$ cat config.mk
export PLATFORM = sky130hd
export DESIGN_NAME = bdpq_back
export DESIGN_NICKNAME = d
export VERILOG_FILES = /design/src/rtl/bdpq_pkg.sv /design/src/rtl/bdpq_back.sv
export SDC_FILE = /design/constraint.sdc
export NUM_CORES = 1
export LEC_CHECK = 0
export BUFFER_PORTS_ARGS = -buffer_cell sky130_fd_sc_hd__buf_2
export CORE_ASPECT_RATIO = 1.2
export CORE_MARGIN = 4
export CORE_UTILIZATION = 50
export DETAILED_ROUTE_END_ITERATION = 12
export GPL_ROUTABILITY_DRIVEN = 0
export PLACE_DENSITY = 0.68
export SLEW_MARGIN = 20
export SYNTH_ARGS = -nofsm -noshare
export SYNTH_HDL_FRONTEND = slang
export SYNTH_SLANG_ARGS = --single-unit
$ cat constraint.sdc
create_clock -name clk -period 13.8 [get_ports clk]
set_clock_uncertainty 0.15 [all_clocks]
set_input_delay 2.76 -clock clk [delete_from_list [all_inputs] [get_ports clk]]
set_output_delay 2.76 -clock clk [all_outputs]
set_load 0.01 [all_outputs]
$ cat src/rtl/bdpq_pkg.sv
`default_nettype none
// ----------------------------------------------------------------------------
// bdpq_pkg
// Shared types, sizes and the palette table for the box downscale and
// palette quantizer.
// ----------------------------------------------------------------------------
package bdpq_pkg;

  localparam int MAX_GRID  = 64;
  localparam int MAX_BLOCK = 64;
  localparam int MAX_IMAGE = 4096;

  localparam int IMG_W    = 13;   // image size register width
  localparam int SIZE_W   = 7;    // grid and block size register width
  localparam int POS_W    = 12;   // pixel column and row counters
  localparam int SUB_W    = 6;    // position inside a tile
  localparam int ADDR_W   = 6;    // tile column address of the sum store
  localparam int SUM_W    = 20;
  localparam int AREA_W   = 13;
  localparam int QDEPTH   = 4;
  localparam int QPTR_W   = 2;
  localparam int QCNT_W   = 3;
  localparam int PAL_SIZE = 17;
  localparam int PAL_W    = 5;
  localparam int DIST_W   = 18;

  // Configuration register indexes.
  typedef enum logic [2:0] {
    CFG_IMAGE_WIDTH  = 3'd0,
    CFG_IMAGE_HEIGHT = 3'd1,
    CFG_GRID_WIDTH   = 3'd2,
    CFG_GRID_HEIGHT  = 3'd3,
    CFG_BLOCK_WIDTH  = 3'd4,
    CFG_BLOCK_HEIGHT = 3'd5
  } cfg_reg_t;

  typedef struct packed {
    logic [7:0] red;
    logic [7:0] green;
    logic [7:0] blue;
  } pixel_t;

  typedef struct packed {
    logic [5:0] cell_row;
    logic [5:0] cell_col;
    logic [6:0] color_id;
    logic       last_cell;
  } cell_t;

  // Effective (clamped) configuration.
  typedef struct packed {
    logic [IMG_W-1:0]  image_width;
    logic [IMG_W-1:0]  image_height;
    logic [SIZE_W-1:0] grid_width;
    logic [SIZE_W-1:0] grid_height;
    logic [SIZE_W-1:0] block_width;
    logic [SIZE_W-1:0] block_height;
  } cfg_t;

  // A finished tile on its way from the front to the back.
  typedef struct packed {
    logic [SUM_W-1:0] red_sum;
    logic [SUM_W-1:0] green_sum;
    logic [SUM_W-1:0] blue_sum;
    logic [5:0]       row;
    logic [5:0]       col;
    logic             last;
  } tile_t;

  typedef enum logic [1:0] {
    BK_IDLE,
    BK_DIV,
    BK_MATCH,
    BK_OUT
  } back_state_t;

  // Palette colors in matching order, packed as red, green, blue.
  function automatic logic [23:0] pal_rgb(input logic [PAL_W-1:0] k);
    logic [23:0] c;
    unique case (k)
      5'd0:    c = {8'd255, 8'd255, 8'd255};
      5'd1:    c = {8'd0,   8'd0,   8'd0};
      5'd2:    c = {8'd0,   8'd0,   8'd255};
      5'd3:    c = {8'd0,   8'd128, 8'd0};
      5'd4:    c = {8'd128, 8'd0,   8'd0};
      5'd5:    c = {8'd255, 8'd20,  8'd147};
      5'd6:    c = {8'd139, 8'd69,  8'd19};
      5'd7:    c = {8'd255, 8'd215, 8'd0};
      5'd8:    c = {8'd75,  8'd0,   8'd130};
      5'd9:    c = {8'd220, 8'd220, 8'd220};
      5'd10:   c = {8'd0,   8'd255, 8'd255};
      5'd11:   c = {8'd0,   8'd255, 8'd127};
      5'd12:   c = {8'd255, 8'd0,   8'd0};
      5'd13:   c = {8'd255, 8'd0,   8'd255};
      5'd14:   c = {8'd255, 8'd165, 8'd0};
      5'd15:   c = {8'd255, 8'd250, 8'd205};
      5'd16:   c = {8'd147, 8'd112, 8'd219};
      default: c = 24'd0;
    endcase
    return c;
  endfunction

  // Palette ids in matching order.
  function automatic logic [6:0] pal_code(input logic [PAL_W-1:0] k);
    logic [6:0] id;
    unique case (k)
      5'd0:    id = 7'd0;
      5'd1:    id = 7'd101;
      5'd2:    id = 7'd102;
      5'd3:    id = 7'd103;
      5'd4:    id = 7'd104;
      5'd5:    id = 7'd105;
      5'd6:    id = 7'd106;
      5'd7:    id = 7'd107;
      5'd8:    id = 7'd108;
      5'd9:    id = 7'd1;
      5'd10:   id = 7'd2;
      5'd11:   id = 7'd3;
      5'd12:   id = 7'd4;
      5'd13:   id = 7'd5;
      5'd14:   id = 7'd6;
      5'd15:   id = 7'd7;
      5'd16:   id = 7'd8;
      default: id = 7'd0;
    endcase
    return id;
  endfunction

endpackage
`default_nettype wire

$ cat src/rtl/bdpq_back.sv
`default_nettype none
// ----------------------------------------------------------------------------
// bdpq_back
// Divides a tile's sums by its area, matches the mean to the palette one
// entry per cycle and holds the result until it is taken.
// ----------------------------------------------------------------------------
module bdpq_back import bdpq_pkg::*; (
  input  logic  clk,
  input  logic  rst,
  input  cfg_t  cfg,
  input  logic  q_valid,
  input  tile_t q_head,
  output logic  q_pop,
  output logic  cell_valid,
  input  logic  cell_stall,
  output cell_t cell_data
);

  back_state_t state, state_next;

  logic [4:0]        cnt;
  logic [PAL_W-1:0]  k;
  logic [AREA_W-1:0] area;
  logic [SUM_W-1:0]  num [3];
  logic [SUM_W-1:0]  quot [3];
  logic [11:0]       rem [3];
  logic [AREA_W-1:0] rs [3];
  logic [AREA_W-1:0] rn [3];
  logic [2:0]        ge;
  logic [SUM_W-1:0]  qf [3];
  logic [7:0]        mean [3];
  logic [7:0]        meanq [3];
  logic [23:0]       pc;
  logic signed [8:0] diff [3];
  logic [17:0]       sq [3];
  logic [DIST_W-1:0] sq_total, best;
  logic [6:0]        best_id;
  logic [5:0]        o_row, o_col;
  logic              o_last;
  logic              div_done, match_done, take;

  assign div_done   = cnt == 5'(SUM_W - 1);
  assign match_done = k == PAL_W'(PAL_SIZE - 1);

  // Next state.
  always_comb begin
    state_next = state;
    unique case (state)
      BK_IDLE:  if (q_valid) state_next = BK_DIV;
      BK_DIV:   if (div_done) state_next = BK_MATCH;
      BK_MATCH: if (match_done) state_next = BK_OUT;
      BK_OUT:   if (!cell_stall) state_next = BK_IDLE;
      default:  state_next = BK_IDLE;
    endcase
  end

  // Control outputs.
  always_comb begin
    q_pop      = (state == BK_IDLE) && q_valid;
    cell_valid = state == BK_OUT;
  end

  assign take = q_pop;

  // Three restoring division steps in parallel, one quotient bit a cycle.
  always_comb begin
    for (int i = 0; i < 3; i++) begin
      rs[i] = {rem[i], num[i][SUM_W-1]};
      ge[i] = rs[i] >= area;
      rn[i] = ge[i] ? rs[i] - area : rs[i];
      qf[i] = {quot[i][SUM_W-2:0], ge[i]};
      mean[i] = (qf[i][SUM_W-1:8] != '0) ? 8'hFF : qf[i][7:0];
    end
  end

  // Squared distance to palette entry k.
  always_comb begin
    pc = pal_rgb(k);
    diff[0] = $signed({1'b0, meanq[0]}) - $signed({1'b0, pc[23:16]});
    diff[1] = $signed({1'b0, meanq[1]}) - $signed({1'b0, pc[15:8]});
    diff[2] = $signed({1'b0, meanq[2]}) - $signed({1'b0, pc[7:0]});
    for (int i = 0; i < 3; i++) begin
      sq[i] = 18'(diff[i] * diff[i]);
    end
    sq_total = sq[0] + sq[1] + sq[2];
  end

  // State register.
  always_ff @(posedge clk) begin
    if (rst) begin
      state <= BK_IDLE;
    end else begin
      state <= state_next;
    end
  end

  // Datapath.
  always_ff @(posedge clk) begin
    unique case (state)
      BK_IDLE: begin
        if (take) begin
          num[0] <= q_head.red_sum;
          num[1] <= q_head.green_sum;
          num[2] <= q_head.blue_sum;
          for (int i = 0; i < 3; i++) begin
            rem[i]  <= '0;
            quot[i] <= '0;
          end
          area   <= AREA_W'(cfg.block_width * cfg.block_height);
          o_row  <= q_head.row;
          o_col  <= q_head.col;
          o_last <= q_head.last;
          cnt    <= '0;
        end
      end
      BK_DIV: begin
        for (int i = 0; i < 3; i++) begin
          num[i]  <= {num[i][SUM_W-2:0], 1'b0};
          rem[i]  <= rn[i][11:0];
          quot[i] <= qf[i];
          meanq[i] <= mean[i];
        end
        cnt <= cnt + 5'd1;
        k   <= '0;
      end
      BK_MATCH: begin
        if (k == '0 || sq_total < best) begin
          best    <= sq_total;
          best_id <= pal_code(k);
        end
        k <= k + PAL_W'(1);
      end
      BK_OUT: begin
      end
      default: begin
      end
    endcase
  end

  assign cell_data.cell_row  = o_row;
  assign cell_data.cell_col  = o_col;
  assign cell_data.color_id  = best_id;
  assign cell_data.last_cell = o_last;

endmodule
`default_nettype wire

Word-level counts from Yosys, hierarchy flattened
Memories as Yosys holds them, arrays and structs flattened. A register that Yosys moved wholly into a read port is not among the register bits.
Index checks and enable logic that the tools add are counted.
{ "classes": {"add_sub_neg": 10, "n_mul": 4, "order_cmp": 4, "eq_ne": 10, "n_mux": 29, "bitwise_logic": 9, "n_reduce_logical": 13} }
{ "op_table": {"columns": ["operator", "count"], "rows": [
  ["2-to-1 mux 20 bit", 6],
  ["2-to-1 mux 12 bit", 6],
  ["multiplier 9 x 9 -> 18 bit", 3],
  ["greater-or-equal comparator 13 bit", 3],
  ["adder 18 bit", 2],
  ["nonzero test 12 bit", 3],
  ["subtractor 12 bit", 3],
  ["subtractor 8 x 8 -> 9 bit", 3],
  ["2-to-1 mux 8 bit", 3],
  ["one-hot mux 5 bit (2 select lines)", 2],
  ["less-than comparator 18 bit", 1],
  ["multiplier 7 x 7 -> 13 bit", 1],
  ["adder 5 x 1 -> 5 bit (second input constant)", 2],
  ["equality test 5 bit (second input constant)", 2],
  ["2-to-1 mux 5 bit", 2],
  ["!= test 2 bit (second input constant)", 5],
  ["bitwise OR 1 bit", 9],
  ["2-to-1 mux 2 bit", 4],
  ["one-hot mux 2 bit (4 select lines)", 1],
  ["AND reduction 2 bit", 3],
  ["logical NOT 5 bit", 1],
  ["2-to-1 mux 1 bit", 5],
  ["equality test 2 bit (second input constant)", 2],
  ["AND reduction 4 bit", 1],
  ["5 further kinds", 6]
]} }
{ "totals": {"register_bits": 63, "mem_bits_rw": 180, "romBits": 960, "word_cells": 94, "memories": 6} }
{ "mem_list": {"columns": ["memory", "words", "word_bits", "rd", "rd_clocked_by_memory_dff", "wr", "line_no", "source"], "rows": [
  ["(no name shown)", 32, 24, 1, 1, 0, "bdpq_pkg.sv:80", "unique case (k)"],
  ["(no name shown)", 32, 6, 1, 1, 0, "bdpq_pkg.sv:106", "unique case (k)"],
  ["num", 3, 20, 3, 0, 3, "bdpq_back.sv:24", "logic [SUM_W-1:0] num [3];"],
  ["quot", 3, 20, 3, 0, 3, "bdpq_back.sv:25", "logic [SUM_W-1:0] quot [3];"],
  ["rem", 3, 12, 3, 0, 3, "bdpq_back.sv:26", "logic [11:0] rem [3];"],
  ["meanq", 3, 8, 3, 0, 3, "bdpq_back.sv:32", "logic [7:0] meanq [3];"]
]} }

Depth between registers and ports, before layout
Gate-level depths: netlist of the first run.
An unclocked memory read counts as a cell.
{ "depth": {"word_depth": 8, "depth_mapped": 38} }

Worst setup path after synthesis of the first run
No wires, ideal clock.
{ "synth_path": {"kind": "reg-to-reg", "from": "memory meanq[0][0]", "to": "register best[0] (enable)", "setup_time_ns": 0.412, "t_arrival_ns": 9.645, "slack_ns": 3.593, "stages_incl_launch_ff": 35, "cell_sequence": "edfxtp_1 -> inv_1 -> ha_1 -> inv_1 -> fa_1 -> a21o_1 -> a21oi_1 -> o21ai_1 -> a21oi_1 -> o21bai_1 -> a21oi_2 -> inv_2 -> clkbuf_1 -> nor2_1 -> fa_1 -> fa_1 -> fa_1 -> inv_1 -> fa_1 -> fa_1 -> inv_1 -> fa_1 -> fa_1 -> fa_1 -> ha_1 -> o21a_1 -> o21ai_0 -> a21o_1 -> a21o_1 -> nor3_1 -> a311o_1 -> ha_1 -> a21o_1 -> a211o_1 -> o22ai_1"} }
{ "synth_lines": {"columns": ["item", "line_no", "source"], "rows": [
  ["start: declaration", "bdpq_back.sv:32", null],
  ["end signal: assignment", "bdpq_back.sv:128", "best <= sq_total;"],
  ["end: declaration", "bdpq_back.sv:36", "logic [DIST_W-1:0] sq_total, best;"]
]} }

==> metrics.md, run 1 <==
| Metric | Value |
|---|---|
| Worst setup SP type | flop |
| H-tree depth | 1 |
| Top_reg_cell synth | edfxtp_1 |
| Routed wire length | ~48 mm |
| Chip Height | 245 microns |
| Initial Util | 0.509 |
| Placed Cells incl. Taps | 2894 |
| Layout cells sized above 1 | 0.121 |
| # IOs | 153 |
| Residual DRC | 0 |
| Vias | 15700 |
| Fillcell total | between 3000 and 4000 |
| Clk buf depth | 3 |
| Max Fclk | 0.0964 GHz |
| Initial DRC Count | 787 |
| Distinct cells, synth | 80 |
| Drt first pass iters | 5 |
| Synth-to-Final Area Change | 9.13% |
| Area of the multi-input gates | between 10000 and 15000 sq um |
| Number of nets in the layout | slightly below 3000 |
| Post-route clock period utilization | 0.751 |
| Syn_nets | 2816 |
| Top-count cell post-synth | inv_1 |
| Total GRT Usage | 0.193 |
| Syn Inst Count | about 2200 |
| Post-synth EDFFs | 236 |
| Setup_tns | 0 ps |
| Final number of setup-violating endpoints | 0 |
| Vias in the first global route | 16800 |
| CP arrival | approximately 10000 ps |
| Num CTS Buffers | 28 |
| CP Max Fanout | 23 |
| Clock Pin Slew Worst Setup and Hold Paths | 60 ps |
| Mapped cell area | approximately 23000 sq um |
| Share of async-settable or async-resettable flops after synthesis | 0 |
| Rows | 86 |
| Largest net degree at the start of global routing | 79 |
| Die X-Extent | 206 microns |
| Post-CTS sizing | 0 |
| Clock Sinks | 260 |
| Detailed Place HPWL | 38.3 mm |
| Finished Layout Cells | around 2900 |
| Post-CTS Hold Fix Bufs | 0 |
| Synth top area cells | edfxtp_1 30%, fa_1 21%, ha_1 12% |
| Yosys warns | 0 |
| Register Area | 7570 sq um |
| Slowest stage delay, CP | ~600 ps |
| Grt total ovfl | 0 |
| Root Buffer | clkbuf_16 |
| Fin crit period | 10370 ps |
| Slew Viols, Final | 0 |
| Via/cell ratio | between 5 and 6 |
| CTS tree | built |
| Most common cell on crit path | fa_1 |
| Die Footprint | 50500 sq um |
| FF+latch count, synth | 260 |
| Status | complete, no violations |
| WP data required | about 14000 ps |
| IO buf count | 111 |
| Yosys top cell by area | edfxtp_1 |
| MaxCap Viol Count | 0 |
| WL/cell | 16.2 microns |
| Antenna Cells | 0 |
| CP Capture Type | flop |
| Critical path type | reg2reg |
| Antenna violations before repair | 0 |
| Worst skew pair latency | 560 ps |
| Syn Area/Cell | 10.7 sq um |
| Tightest Pin Transition | 1130 ps |
| Unrepaired setup endpoints after global routing | no |
| Worst slew margin | 0.246 |
| Synth cell count leaders | 379 x inv_1, 250 x fa_1, 236 x edfxtp_1 |
| Antenna-violating nets left | 0 |
| Reg2Reg Setup Slack | between 3000 and 4000 ps |
| First-pass GRT wire length | 80.4 mm |
| Slowest CP cell | o22ai_4 |
| Core box area | 46200 sq um |
| Hold Crit Class | reg2reg |
| # Post-CTS Setup Buffers | 0 |
| Sequential share of the synthesized area | 0.322 |
| Final Hold Fails | 0 |
| Area share of the largest cell type after synthesis | 0.302 |
==> placed cells by master, fill, tap and decap left out, types with 7 or more instances in the layout <==
| master | synthesis | routed |
|---|---|---|
| dfxtp_1 | 24 | 24 |
| nor2_1 | 153 | 153 |
| o21ai_1 | 8 | 9 |
| nand2_1 | 114 | 114 |
| nor2b_1 | 21 | 21 |
| buf_2 | 6 | 111 |
| ha_1 | 231 | 230 |
| or2_2 | 28 | 27 |
| o21bai_1 | 8 | 8 |
| clkbuf_1 | 32 | 8 |
| a21o_1 | 22 | 22 |
| xnor2_1 | 66 | 66 |
| or3_1 | 17 | 17 |
| and2_1 | 86 | 86 |
| nand4_1 | 11 | 11 |
| edfxtp_1 | 236 | 236 |
| inv_1 | 379 | 379 |
| a21oi_1 | 84 | 84 |
| clkbuf_16 | 0 | 29 |
| o21a_1 | 22 | 22 |
| buf_4 | 4 | 12 |
| a211oi_1 | 18 | 18 |
| o21ai_0 | 57 | 56 |
| nor3_1 | 43 | 43 |
| mux2i_1 | 14 | 14 |
| nor4_1 | 12 | 12 |
| fa_1 | 250 | 250 |
| xor2_1 | 17 | 17 |
| nand3b_1 | 8 | 8 |
| mux2_2 | 60 | 60 |
| nand2b_1 | 28 | 28 |
| nand3_1 | 31 | 31 |
| nor3b_1 | 7 | 7 |
==> registers in the layout, indices dropped and copies added (netlist names) <==
signal / count
area: 13
best: 18
best_id: 5
cnt: 5
k: 5
meanq: 24
num: 60
o_col: 6
o_last: 1
o_row: 6
pc: 22
quot: 57
rem: 36
state: 2
==> per-stage QoR <==
stage,hold WS (ps),utilization,instance area [sq um],setup slack [ps]
floorplan,351,-,23500,3590
global placement,363,0.535,24700,3300
detailed placement,364,0.535,24700,3100
CTS,378,0.555,25600,3100
global route,395,0.555,25600,2770
finish,377,0.555,25600,3430
==> final cells by class <==
class	instances	share of cell area
multi-input cells	1505	0.557
flip-flops and latches	260	0.295
inverters	390	0.0572
clock buffers	43	0.0327
well taps	616	0.0301
repair buffers	123	0.0252
clock inverters	9	0.00259
==> worst max-delay path: cells and delay by family, from the launching register on <==
family / cells / cell delay [ps]
AO/OA/AOI/OAI: 14 / 3430
adder cells (fa/ha/maj): 12 / 5140
AND/OR/NAND/NOR: 2 / 440
flip-flops: 1 / 370
buffers and inverters: 5 / 480
==> path summary, 6_finish.rpt <==
kind / startpoint / end / cells past startpoint
max: meanq[0][16]$_SDFFCE_PP1P_ / best[8]$_DFFE_PP_ / 33
min: quot[0][22]$_SDFFCE_PN0P_ / meanq[0][11]$_SDFFCE_PP1P_ / 1
max reg2reg: meanq[0][16]$_SDFFCE_PP1P_ / best[8]$_DFFE_PP_ / 33
min reg2reg: quot[0][22]$_SDFFCE_PN0P_ / meanq[0][11]$_SDFFCE_PP1P_ / 1
==> layer usage <==
layer  global-route usage  part of all wire  vias up
li1                     -                 -     7535
met1                0.224              0.38     7687
met2                0.355              0.53      361
met3               0.0253             0.041      131
met4               0.0863             0.051        0
met5                    0                 0        -
==> kinds of logic (layout without fill, tap and decap cells) <==
logic type / count (synthesis) / after routing / share of synthesized area
AOI/OAI and AO/OA: 292 / 292 / 0.0816
xor gates and xnor gates: 84 / 84 / 0.0316
adders and majority gates: 481 / 481 / 0.336
buffers and inverters: 439 / 565 / 0.0712
DFF: 260 / 260 / 0.322
muxes: 76 / 76 / 0.0358
other: 1 / 1 / 0.000160
and+or+nand+nor: 571 / 571 / 0.121
Power of run 1 is not shown: default switching activity piles up to over one toggle a cycle in this logic, so the estimate is an artifact.
==> run 2: changes to the inputs <==
clock period = 10.5 ns   (was 13.8 ns; I/O delays follow)
==> run 2 against run 1 <==
Core utilization grew 0.27 points. Critical path type unchanged. Die area stayed put. Worst setup slack got worse by 2800 ps. Count of clock-buffer cells in the layout down 3.
==> metrics.md, run 2 (same netlist as run 1, synthesis figures left out) <==
| Metric | Value |
|---|---|
| Status | complete, no violations (unchanged) |
| Total GRT Usage | 0.191 (was 0.193) |
| CP arrival | 9940 ps (was 10400 ps) |
| Grt total ovfl | 0 (unchanged) |
| Layout cells sized above 1 | 0.125 (was 0.121) |
| Slew Viols, Final | 0 (unchanged) |
| Antenna Cells | 0 (unchanged) |
| Post-route clock period utilization | 0.936 (was 0.751) |
| Hold Crit Class | reg2reg (unchanged) |
| Top Registers | num (60), quot (57), rem (36) (unchanged) |
| Vias | 15800 (was 15700) |
| Routed wire length | 47.2 mm (was 47.7 mm) |
| Initial DRC Count | 931 (was 787) |
| Most common cell after layout, fill and taps aside | inv_1 (unchanged) |
| CP Max Fanout | 18 (was 23) |
| Worst Hold Depth | 1 (unchanged) |
| Crit Reg-Reg Endpoint | best[14]$_DFFE_PP_ (was best[8]$_DFFE_PP_) |
| Detailed Place HPWL | 38.1 mm (was 38.3 mm) |
| CTS tree | built (unchanged) |
| Rows | 86 (unchanged) |
| # Post-CTS Setup Buffers | 0 (unchanged) |
| Chip Height | 245 microns (unchanged) |
| Residual DRC | 0 (unchanged) |
| IO buf count | 111 (unchanged) |
| Critical path type | reg2reg (unchanged) |
| Final instance area | 25800 sq um (was 25600 sq um) |
| Via/cell ratio | 5.33 (about the same) |
| Crit path buffers/inverters | 6 (was 5) |
| Worst setup SP type | flop (unchanged) |
| Die Footprint | 50500 sq um (unchanged) |
| Number of nets in the layout | 2930 (was 2920) |
| CP delay by family, top | adder cells (unchanged) |
| H-tree depth | 1 (unchanged) |
| Post-CTS Hold Fix Bufs | 0 (unchanged) |
| Vias in the first global route | 16600 (was 16800) |
| Biggest register | num (unchanged) |
| Antenna-violating nets left | 0 (unchanged) |
| # IOs | 153 (unchanged) |
| Post-DP Area | 24800 sq um (was 24700 sq um) |
| Initial Util | 0.509 (unchanged) |
| Final Hold Fails | 0 (unchanged) |
| Clk buf depth | 3 (unchanged) |
| Worst slew margin | 0.273 (was 0.246) |
| Reg2Reg Setup Slack | 670 ps (was 3430 ps) |
| Reg2Reg Launch Point | meanq[0][0]$_SDFFCE_PP1P_ (was meanq[0][16]$_SDFFCE_PP1P_) |
| Post-CTS sizing | 0 (unchanged) |
| Worst skew pair latency | 550 ps (was 560 ps) |
| Synth-to-Final Area Change | 9.65% (was 9.13%) |
| WL/cell | 16.0 microns (was 16.2 microns) |
| Slowest CP cell | fa_1 (was o22ai_4) |
| Slowest stage delay, CP | 530 ps (was 600 ps) |
| Clock Pin Slew Worst Setup and Hold Paths | 70 ps (was 60 ps) |
| Tightest Pin Transition | 1090 ps (was 1130 ps) |
| Hold-critical path endpoint | meanq[0][23]$_SDFFCE_PP1P_ (was meanq[0][11]$_SDFFCE_PP1P_) |
| Largest net degree at the start of global routing | 84 (was 79) |
| Drt first pass iters | 6 (was 5) |
| Most frequent cells in the layout | 378 x inv_1, 250 x fa_1, 236 x edfxtp_1 (was 379 x inv_1, 250 x fa_1, 236 x edfxtp_1) |
| Root Buffer | clkbuf_16 (unchanged) |
| Num CTS Buffers | 28 (unchanged) |
| Clock Sinks | 260 (unchanged) |
| MaxCap Viol Count | 0 (unchanged) |
| Die X-Extent | 206 microns (unchanged) |
| Most common cell on crit path | fa_1 (unchanged) |
| R2R depth | 34 (was 33) |
| HP Start | quot[0][46]$_SDFFCE_PN0P_ (was quot[0][22]$_SDFFCE_PN0P_) |
| WP data required | 10610 ps (was 13830 ps) |
| Max FFs per register | 60 (unchanged) |
| Max Fclk | 0.102 GHz (was 0.0964 GHz) |
| Core box area | 46200 sq um (unchanged) |
| Unrepaired setup endpoints after global routing | no (unchanged) |
| Antenna violations before repair | 0 (unchanged) |
| Fin crit period | 9830 ps (was 10370 ps) |
| Final number of setup-violating endpoints | 0 (unchanged) |
| First-pass GRT wire length | 79.4 mm (was 80.4 mm) |
| Setup_tns | 0 ps (unchanged) |
| CP Capture Type | flop (unchanged) |
run 2: cell count changes in the layout (fill, tap and decap cells not counted), sizes merged:
cell / previous run / this run
buf: 123 / 133
bufinv: 0 / 2
clkbuf: 43 / 40
clkinvlp: 1 / 3
inv: 388 / 387
run 2: metal layers:
metal | up-vias | global-route usage | wire [microns]
met2 | 390 | 0.353 | 25100
met1 | 7701 | 0.225 | 18100
met5 | - | 0 | 0
met4 | 0 | 0.0744 | 2150
met3 | 114 | 0.0239 | 1950
li1 | 7557 | - | -
run 2: worst register-to-register path, delay by kind of cell (launching register included):
family	cells	cell delay (ps)
and+or+nand+nor	2	370
AOI/OAI and AO/OA	12	2290
adders and majority gates	12	5130
DFF	1	380
xor gates and xnor gates	2	560
buffers and inverters	6	670
run 2: cell type report:
type | instances | area [sq um]
Sequential cell | 260 | 7570
Tap cell | 616 | 771
Fill cell | 3970 | 20400
Timing Repair Buffer | 133 | 733
Inverter | 390 | 1470
Clock buffer | 40 | 817
Multi-Input combinational cell | 1505 | 14300
Clock inverter | 12 | 123
run 2: worst max-delay path by stage:
stage / startpoint / to / slack (ps) / cells past startpoint
after floorplan: meanq[0][0]$_SDFFCE_PP1P_ / best[0]$_DFFE_PP_ / 290 / 34
after global placement: meanq[0][0]$_SDFFCE_PP1P_ / best[6]$_DFFE_PP_ / 690 / 33
after detailed placement: meanq[0][0]$_SDFFCE_PP1P_ / best[8]$_DFFE_PP_ / 470 / 33
after CTS: meanq[0][0]$_SDFFCE_PP1P_ / best[14]$_DFFE_PP_ / 470 / 33
after global routing: meanq[0][0]$_SDFFCE_PP1P_ / best[14]$_DFFE_PP_ / 60 / 34
final: meanq[0][0]$_SDFFCE_PP1P_ / best[14]$_DFFE_PP_ / 670 / 34
run 2: per-stage QoR:
step / setup slack, ps / hold WS (ps) / util / instances
6_report: 670 / 378 / 0.558 / 2956
5_1_grt: 55.4 / 391 / 0.558 / 2956
4_1_cts: 465 / 381 / 0.558 / 2956
3_5_place_dp: 465 / 363 / 0.537 / 2904
3_3_place_gp: 685 / 364 / 0.537 / 2904
2_1_floorplan: 293 / 351 / - / 2204
Power of run 2 is left out for the same reason.
==> run 3: changes to the inputs <==
ABC_AREA = 1   (was not set)
==> run 3 against run 2 <==
Register-to-register slack improved by 80 ps. Area after synthesis rose by 0.60%. Design area barely moved. Highest routed layer unchanged. Critical path depth rose by 9. Core utilization fell by 0.89 points. Synthesized cell count rose by 18%.
==> metrics.md, run 3 <==
| Metric | Value |
|---|---|
| Final Hold Fails | 0 (unchanged) |
| Post-synth EDFFs | 236 (unchanged) |
| Worst Setup EP | best[14]$_DFFE_PP_ (unchanged) |
| Top-count cell post-synth | inv_1 (unchanged) |
| Critical path launch point | meanq[0][16]$_SDFFCE_PP1P_ (was meanq[0][0]$_SDFFCE_PP1P_) |
| Residual DRC | 0 (unchanged) |
| Reg2Reg Launch Point | meanq[0][16]$_SDFFCE_PP1P_ (was meanq[0][0]$_SDFFCE_PP1P_) |
| Top Registers | num (60), quot (57), rem (36) (unchanged) |
| Die Footprint | 50800 sq um (was 50500 sq um) |
| Sequential share of the synthesized area | 0.320 (was 0.322) |
| Die X-Extent | 206 microns (about the same) |
| WP data required | 10550 ps (was 10610 ps) |
| Fin crit period | 9750 ps (was 9830 ps) |
| Syn Area/Cell | 9.09 sq um (was 10.7 sq um) |
| Most common cell after layout, fill and taps aside | inv_1 (unchanged) |
| Initial DRC Count | 819 (was 931) |
| Crit Reg-Reg Endpoint | best[14]$_DFFE_PP_ (unchanged) |
| Vias in the first global route | 17300 (was 16600) |
| Top_reg_cell synth | edfxtp_1 (unchanged) |
| Grt total ovfl | 0 (unchanged) |
| Status | complete, no violations (unchanged) |
| Detailed Place HPWL | 38.7 mm (was 38.1 mm) |
| Yosys warns | 0 (unchanged) |
| Drt first pass iters | 5 (was 6) |
| Total GRT Usage | 0.191 (about the same) |
| Post-route clock period utilization | 0.929 (was 0.936) |
| Worst slew margin | 0.327 (was 0.273) |
| Final number of setup-violating endpoints | 0 (unchanged) |
| Antenna-violating nets left | 0 (unchanged) |
| Syn_nets | 3210 (was 2816) |
| Area of the multi-input gates | 13600 sq um (was 14300 sq um) |
| CP Capture Type | flop (unchanged) |
| Fillcell total | 4162 (was 3970) |
| Hold Crit Class | reg2reg (unchanged) |
| Share of async-settable or async-resettable flops after synthesis | 0 (unchanged) |
| Tightest Pin Transition | 1010 ps (was 1090 ps) |
| Distinct cells, synth | 56 (was 80) |
| CP Max Fanout | 23 (was 18) |
| Number of nets in the layout | 3312 (was 2930) |
| WL/cell | 14.1 microns (was 16.0 microns) |
| Post-CTS Hold Fix Bufs | 0 (unchanged) |
| Register Area | 7570 sq um (unchanged) |
| Num CTS Buffers | 27 (was 28) |
| H-tree depth | 1 (unchanged) |
| Slowest CP cell | fa_1 (unchanged) |
| Routed wire length | 47.2 mm (about the same) |
| Unrepaired setup endpoints after global routing | no (unchanged) |
| Largest net degree at the start of global routing | 78 (was 84) |
| IO buf count | 111 (unchanged) |
| Synth-to-Final Area Change | 9.01% (was 9.65%) |
| Slew Viols, Final | 0 (unchanged) |
| Worst setup SP type | flop (unchanged) |
| Layout cells sized above 1 | 0.0735 (was 0.125) |
| Post-CTS sizing | 0 (unchanged) |
| Most frequent cells in the layout | 590 x inv_1, 582 x nand2_1, 250 x fa_1 (was 378 x inv_1, 250 x fa_1, 236 x edfxtp_1) |
| Reg2Reg Setup Slack | 750 ps (was 670 ps) |
| Slowest stage delay, CP | 580 ps (was 530 ps) |
| Max Fclk | 0.103 GHz (was 0.102 GHz) |
| CTS tree | built (unchanged) |
| Vias | 16700 (was 15800) |
| # Post-CTS Setup Buffers | 0 (unchanged) |
| Clk buf depth | 3 (unchanged) |
| Chip Height | 246 microns (was 245 microns) |
| Final setup margin | 748 ps (was 670 ps) |
| Clock Pin Slew Worst Setup and Hold Paths | 60 ps (was 70 ps) |
| Rows | 87 (was 86) |
| CP arrival | 9810 ps (was 9940 ps) |
| Setup_tns | 0 ps (unchanged) |
| Synth cell count leaders | 590 x inv_1, 583 x nand2_1, 250 x fa_1 (was 379 x inv_1, 250 x fa_1, 236 x edfxtp_1) |
| Antenna Cells | 0 (unchanged) |
| Max FFs per register | 60 (unchanged) |
| Initial Util | 0.504 (was 0.509) |
| Finished Layout Cells | 3343 (was 2956) |
| Syn Inst Count | 2598 (was 2204) |
| FF+latch count, synth | 260 (unchanged) |
| Root Buffer | clkbuf_16 (unchanged) |
| Yosys top cell by area | edfxtp_1 (unchanged) |
| MaxCap Viol Count | 0 (unchanged) |
| DP Worst Slack | 764 ps (was 465 ps) |
| Mapped cell area | 23600 sq um (was 23500 sq um) |
| Synth top area cells | edfxtp_1 30%, fa_1 21%, ha_1 12% (unchanged) |
| Worst skew pair latency | 530 ps (was 550 ps) |
| Area share of the largest cell type after synthesis | 0.300 (was 0.302) |
| Clock Sinks | 260 (unchanged) |
| Core box area | 46900 sq um (was 46200 sq um) |
| First-pass GRT wire length | 80.6 mm (was 79.4 mm) |
| Placed Cells incl. Taps | 3294 (was 2904) |
| Biggest register | num (unchanged) |
| R2R depth | 43 (was 34) |
| Via/cell ratio | 5.01 (was 5.33) |
| # IOs | 153 (unchanged) |
| Antenna violations before repair | 0 (unchanged) |
| Critical path type | reg2reg (unchanged) |
==> run 3: changes by cell type after synthesis, sizes merged, moves of 21 or more <==
cell | before | now
and2 | 86 | 1
mux2 | 61 | 0
nand2 | 114 | 590
xnor2 | 66 | 36
inv | 386 | 601
nor3 | 43 | 8
a21oi | 88 | 114
xor2 | 18 | 48
o21a | 22 | 1
or2 | 29 | 8
nand2b | 28 | 1
nor2b | 21 | 0
o21ai | 66 | 95
nand3 | 31 | 66
==> run 3: per-layer routing <==
layer,vias up,GRT usage,part of all wire
met5,-,0,0
li1,8298,-,-
met2,320,0.358,0.54
met4,0,0.0644,0.035
met3,92,0.0167,0.034
met1,8034,0.229,0.39
==> run 3: area by class of cell <==
class                      count  area share
multi-input combinational   1688       0.528
sequential                   260       0.294
inverter                     605      0.0882
tap                          623      0.0303
clock buffer                  32      0.0270
timing repair buffer         118      0.0236
clock inverter                17     0.00879
==> run 3: per-stage QoR <==
step                instance area (sq um)  hold WS [ps]   util
finish                              25800           371  0.549
global placement                    24800           349  0.529
global route                        25800           378  0.549
floorplan                           23600           341      -
detailed placement                  24800           357  0.529
CTS                                 25800           372  0.549
==> run 3: worst max-delay path, delay by kind of cell, from the launching register on <==
family	cells	cell delay [ps]
AOI/OAI and AO/OA	7	1070
adders and majority gates	12	5000
buffers and inverters	8	980
DFF	1	380
and+or+nand+nor	16	1850
==> run 3: logic make-up after synthesis <==
logic type | after synthesis | synth area share
AO/OA/AOI/OAI | 254 | 0.0603
adder cells (fa/ha/maj) | 481 | 0.334
buffers and inverters | 650 | 0.105
other | 1 | 0.000159
AND/OR/NAND/NOR | 868 | 0.148
flip-flops | 260 | 0.320
XOR/XNOR | 84 | 0.0322
==> run 3: worst min path at each step <==
stage | start | end | cells after the start
after floorplan | num[0][57]$_DFFE_PP_ | num[0][58]$_DFFE_PP_ | 2
after global routing | num[0][31]$_DFFE_PP_ | num[0][32]$_DFFE_PP_ | 2
final | num[0][1]$_DFFE_PP_ | num[0][2]$_DFFE_PP_ | 2
after detailed placement | num[0][31]$_DFFE_PP_ | num[0][32]$_DFFE_PP_ | 2
after CTS | num[0][31]$_DFFE_PP_ | num[0][32]$_DFFE_PP_ | 2
after global placement | num[0][40]$_SDFFCE_PP0P_ | num[0][41]$_DFFE_PP_ | 2
Power of run 3 is left out for the same reason.
